==> config.mk <==
export PLATFORM = sky130hd
export DESIGN_NAME = smpt_ctrl
export DESIGN_NICKNAME = d
export VERILOG_FILES = /design/src/rtl/smpt_pkg.sv /design/src/rtl/smpt_ctrl.sv
export SDC_FILE = /design/constraint.sdc
export NUM_CORES = 1
export LEC_CHECK = 0
export BUFFER_PORTS_ARGS = -buffer_cell sky130_fd_sc_hd__buf_4
export CAP_MARGIN = 20
export CORE_AREA = 5 5 42 44
export CTS_CLUSTER_DIAMETER = 200
export DETAILED_ROUTE_END_ITERATION = 12
export DIE_AREA = 0 0 47 49
export PLACE_DENSITY = 0.81
export SLEW_MARGIN = 20
export SYNTH_ARGS = -nofsm -noshare
export SYNTH_HDL_FRONTEND = slang
export SYNTH_SLANG_ARGS = --single-unit
==> constraint.sdc <==
create_clock -name clk -period 1.6 [get_ports clk]
set_clock_uncertainty 0.2 [all_clocks]
set_input_delay 0.08 -clock clk [delete_from_list [all_inputs] [get_ports clk]]
set_output_delay 0.08 -clock clk [all_outputs]
set_load 0.02 [all_outputs]
==> src/rtl/smpt_pkg.sv <==
// Shared types and codes for the sorted match position table.
package smpt_pkg;

  typedef enum logic [2:0] {
    K_CLEAR  = 3'd0,
    K_APPEND = 3'd1,
    K_READ   = 3'd2,
    K_RANGE  = 3'd3,
    K_NEXT   = 3'd4,
    K_PREV   = 3'd5,
    K_SHIFT  = 3'd6,
    K_NOP    = 3'd7
  } kind_t;

  typedef enum logic [1:0] {
    ST_OK    = 2'd0,
    ST_NONE  = 2'd1,
    ST_FULL  = 2'd2,
    ST_RANGE = 2'd3
  } st_t;

  typedef enum logic [2:0] {
    S_IDLE,
    S_DECODE,
    S_SCAN,
    S_TARGET,
    S_FETCH,
    S_WAIT,
    S_FIN
  } ctrl_state_t;

  localparam int unsigned EntryW = 48;

  typedef struct packed {
    logic  accept;
    logic  do_clear;
    logic  do_append;
    logic  set_status;
    st_t   status;
    logic  ptr_clr;
    logic  scan_rd;
    logic  eval;
    logic  tgt_init;
    logic  tgt_back;
    logic  res_pos;
    logic  out_load;
  } dp_cmd_t;

  typedef struct packed {
    kind_t kind;
    logic  empty;
    logic  full;
    logic  idx_bad;
    logic  scan_done;
    logic  on_caret;
    logic  out_free;
  } dp_sts_t;

endpackage

==> src/rtl/smpt_ctrl.sv <==
// Operation sequencer for the match position table.
module smpt_ctrl (
  input  logic              clk,
  input  logic              rst_n,
  input  logic              in_valid,
  output logic              in_ready,
  output smpt_pkg::dp_cmd_t cmd,
  input  smpt_pkg::dp_sts_t sts
);
  import smpt_pkg::*;

  ctrl_state_t state_r, state_nxt;
  logic        second_r, second_nxt;

  always_ff @(posedge clk) begin
    if (!rst_n) begin
      state_r  <= S_IDLE;
      second_r <= 1'b0;
    end else begin
      state_r  <= state_nxt;
      second_r <= second_nxt;
    end
  end

  always_comb begin
    state_nxt  = state_r;
    second_nxt = second_r;
    cmd        = '0;
    cmd.status = ST_OK;
    in_ready   = 1'b0;
    unique case (state_r)
      S_IDLE: begin
        in_ready   = 1'b1;
        second_nxt = 1'b0;
        if (in_valid) begin
          cmd.accept = 1'b1;
          state_nxt  = S_DECODE;
        end
      end
      S_DECODE: begin
        state_nxt = S_FIN;
        unique case (sts.kind)
          K_CLEAR: cmd.do_clear = 1'b1;
          K_APPEND: begin
            if (sts.full) begin
              cmd.set_status = 1'b1;
              cmd.status     = ST_FULL;
            end else begin
              cmd.do_append = 1'b1;
            end
          end
          K_READ: begin
            if (sts.idx_bad) begin
              cmd.set_status = 1'b1;
              cmd.status     = ST_RANGE;
            end else begin
              state_nxt = S_TARGET;
            end
          end
          K_RANGE, K_NEXT, K_PREV, K_SHIFT: begin
            if (sts.empty) begin
              cmd.set_status = 1'b1;
              cmd.status     = ST_NONE;
            end else begin
              cmd.ptr_clr = 1'b1;
              state_nxt   = S_SCAN;
            end
          end
          K_NOP: ;
        endcase
      end
      S_SCAN: begin
        cmd.scan_rd = 1'b1;
        cmd.eval    = 1'b1;
        if (sts.scan_done) begin
          state_nxt = ((sts.kind == K_NEXT) || (sts.kind == K_PREV)) ? S_TARGET : S_FIN;
        end
      end
      S_TARGET: begin
        cmd.tgt_init = 1'b1;
        state_nxt    = S_FETCH;
      end
      S_FETCH: state_nxt = S_WAIT;
      S_WAIT: begin
        if ((sts.kind == K_PREV) && sts.on_caret && !second_r) begin
          cmd.tgt_back = 1'b1;
          second_nxt   = 1'b1;
          state_nxt    = S_FETCH;
        end else begin
          cmd.res_pos = 1'b1;
          state_nxt   = S_FIN;
        end
      end
      S_FIN: begin
        if (sts.out_free) begin
          cmd.out_load = 1'b1;
          state_nxt    = S_IDLE;
        end
      end
      default: state_nxt = S_IDLE;
    endcase
  end

`ifndef ASSERT_OFF
  a_second_only_prev: assert property (@(posedge clk) disable iff (!rst_n)
    (state_r == S_WAIT && second_r) |-> (sts.kind == K_PREV)) else $error("refetch outside prev");
  a_load_from_fin: assert property (@(posedge clk) disable iff (!rst_n)
    cmd.out_load |=> (state_r == S_IDLE)) else $error("result load outside finish");
  a_scan_has_entries: assert property (@(posedge clk) disable iff (!rst_n)
    (state_r == S_SCAN) |-> !sts.empty) else $error("scan on empty table");
`endif

endmodule

==> qor.csv <==
metric;value;unit
outcome;finished, final reports clean;
Post-synth EDFFs;0;
DIE WIDTH;47;um
TritonCTS buffer count;3;
Mapped Nets;84;
Avg Vias per Cell;5.382;
clock buffer depth;2;
combinational power share;73.8;%
Ys Warns;0;
pwr/cell area;1540;nW/um^2
crit path max fanout;3;
Worst-Skew Late Latency;0.25;ns
I/O pins;26;
Pleak;0.3759;nW
initial antenna violation count;0;
placed cell area;715.7;sq um
most common cell after layout, fill and taps aside;buf_4;
switch share;45.58;%
DRC violations left;0;
maximum vdd drop;0.9344;mV
Die ar.;2303;sq um
Mapped Avg Cell Area;6.986;sq um
Max-slew headroom;80.92;%
Syn-to-layout area delta;69.65;%
CTS clk-pin slew, worst paths;0.04;ns
fin area;853.3;sq um
Wirelength per Cell;13.51;um
H-Tree Depth;1;
Critical Path AT;1.32;ns
Worst Hold Class;in -> reg;
vias in the first global route;644;
Synth Cell Area;503.0;sq um
Least-Margin Pin Slew;0.2825;ns
DRT Pass-1 Iters;4;
MaxCap Viol Count;0;
clock group share of total power;10.2;%
Final Hold Vio Count;0;
unrepaired setup endpoints after global routing;true;
Fillers;129;
Tcrit/Tclk final;99.76;%
main flop type after synthesis;dfxtp_1;
fin util;60.89;%
nets;121;
Setup CP Type;reg -> out;
NetSw;0.5990;mW
Core Rows;14;
setup violators final;0;
core outline area;1401;sq um
register area;86.33;sq um
Initial Util;35.89;%
antenna-violating nets left;0;
sequential share of the synthesized area;15.92;%
cells after synthesis;72;
DR iter-0 viols;15;
Tot GR Track Use;14.43;%
diodes inserted;0;
flops & latches, synth;4;
WL final;1.662;mm
Post-DP HPWL;1.187;mm
Root Driver;clkbuf_4;
commonest non-fill, non-tap cells in the layout;34 x buf_4, 7 x nor2_1, 6 x nand2_1, 4 x a21oi_1, 4 x dlygate4sd3_1;
Worst Setup End Kind;primary output;
data required time of the worst path;1.32;ns
share of post-route cells with drive strength above 1;49.53;%
GR Overflow Total;0;
CTS tree;done;
area taken by multi-input logic gates;417.9;sq um
FMAX;0.6265;GHz
routed via count;662;
Vert. Die Dim;49;um
Synth async-reset ratio;0;%
IO buf count;25;
Seq pwr share;16.0;%
smallest hold slack;0.06899;ns
Distinct cells, synth;36;
global placer's final weighted congestion;0.7958;
Final Slew Violations;0;
CTS sink count;4;
Pint;0.7150;mW
largest net degree at the start of global routing;13;
first-pass GRT wire length;2.463;mm
Startpoint Class;register;
minimum clock period;1.596;ns
[layout make-up]
type,count,share of cell area (%)
well taps,16,2.346
flip-flops and latches,4,10.12
repair buffers,38,34.60
inverters,3,1.320
clock buffers,3,2.639
multi-input cells,59,48.97
[per-layer routing]
| layer | global-route usage, % | routed length, um | vias to the layer above |
|---|---|---|---|
| met5 | 0 | 0 | - |
| met4 | 12.90 | 63 | 0 |
| met3 | 1.845 | 109 | 7 |
| met2 | 23.76 | 859 | 27 |
| met1 | 14.69 | 630 | 297 |
| li1 | - | - | 331 |
[repair_timing]
item | in CTS | in global routing
hold endpoints to repair | 4 | 0
cloned | 0 | 0
pin swaps | 1 | 1
endpoints found under the setup margin | 2 | 6
gates resized for setup | 7 | 4
setup buffers | 2 | 3
hold buffers | 4 | 0
[cells by family after synthesis]
logic type | count (synthesis) | share of synthesized area [%]
buf+inv | 9 | 9.203
simple gates | 36 | 41.05
flops | 4 | 15.92
xor+xnor | 1 | 1.742
mux | 1 | 1.990
compound gates | 21 | 30.10
[cell usage after synthesis, types with 2 or more instances]
master	count	share of area, %
nor3_1	2	2.0
nand3_1	2	2.0
nand2b_1	4	5.0
dfxtp_1	4	16
a211oi_1	2	3.0
nand3b_1	2	3.0
nor3b_1	2	3.0
o21ai_0	3	3.0
buf_4	2	3.0
a21oi_1	5	5.0
o21a_1	2	3.0
nor2_1	8	6.0
nand2_1	6	4.5
buf_2	4	4.0
inv_1	3	2.2
[power by group through the flow]
stage | registers [mW] | clock network, mW | logic (mW)
2_1_floorplan | 0.159 | 0 | 0.562
3_3_place_gp | 0.183 | 0 | 0.802
3_5_place_dp | 0.184 | 0 | 0.814
4_1_cts | 0.202 | 0.137 | 0.895
5_1_grt | 0.214 | 0.143 | 1.04
6_report | 0.210 | 0.134 | 0.970
[flip-flops by register name, indices dropped and copies added (netlist names)]
name,count
state_r,3
second_r,1
[path summary, 6_finish.rpt]
path | from | end | slack [ns] | depth (start not counted)
min | sts[8] | state_r[0] | 0.07 | 3
max reg2reg | state_r[0] | state_r[1] | 0.18 | 5
min reg2reg | second_r | second_r | 0.44 | 3
max | state_r[1] | cmd[10] | 0.004 | 5
[metrics by stage]
step	power (mW)	std cells	TNS, ns	worst slack (ns)
after floorplan	0.7215	72	0	0.1254
after global routing	1.399	123	-0.05843	-0.05539
after CTS	1.234	120	-0.02206	-0.02206
after detailed placement	0.9982	111	0	0.1311
final	1.314	123	0	0.003865
after global placement	0.9853	111	0	0.1793
[critical path, stage by stage, from the launching register on]
cell	delay, ns
dfxtp_2	0.32
nand2b_4	0.14
nand2b_4	0.14
nand2b_4	0.14
nor3b_2	0.17
buf_4	0.17
No activity file was read; power rests on OpenSTA's default activity.
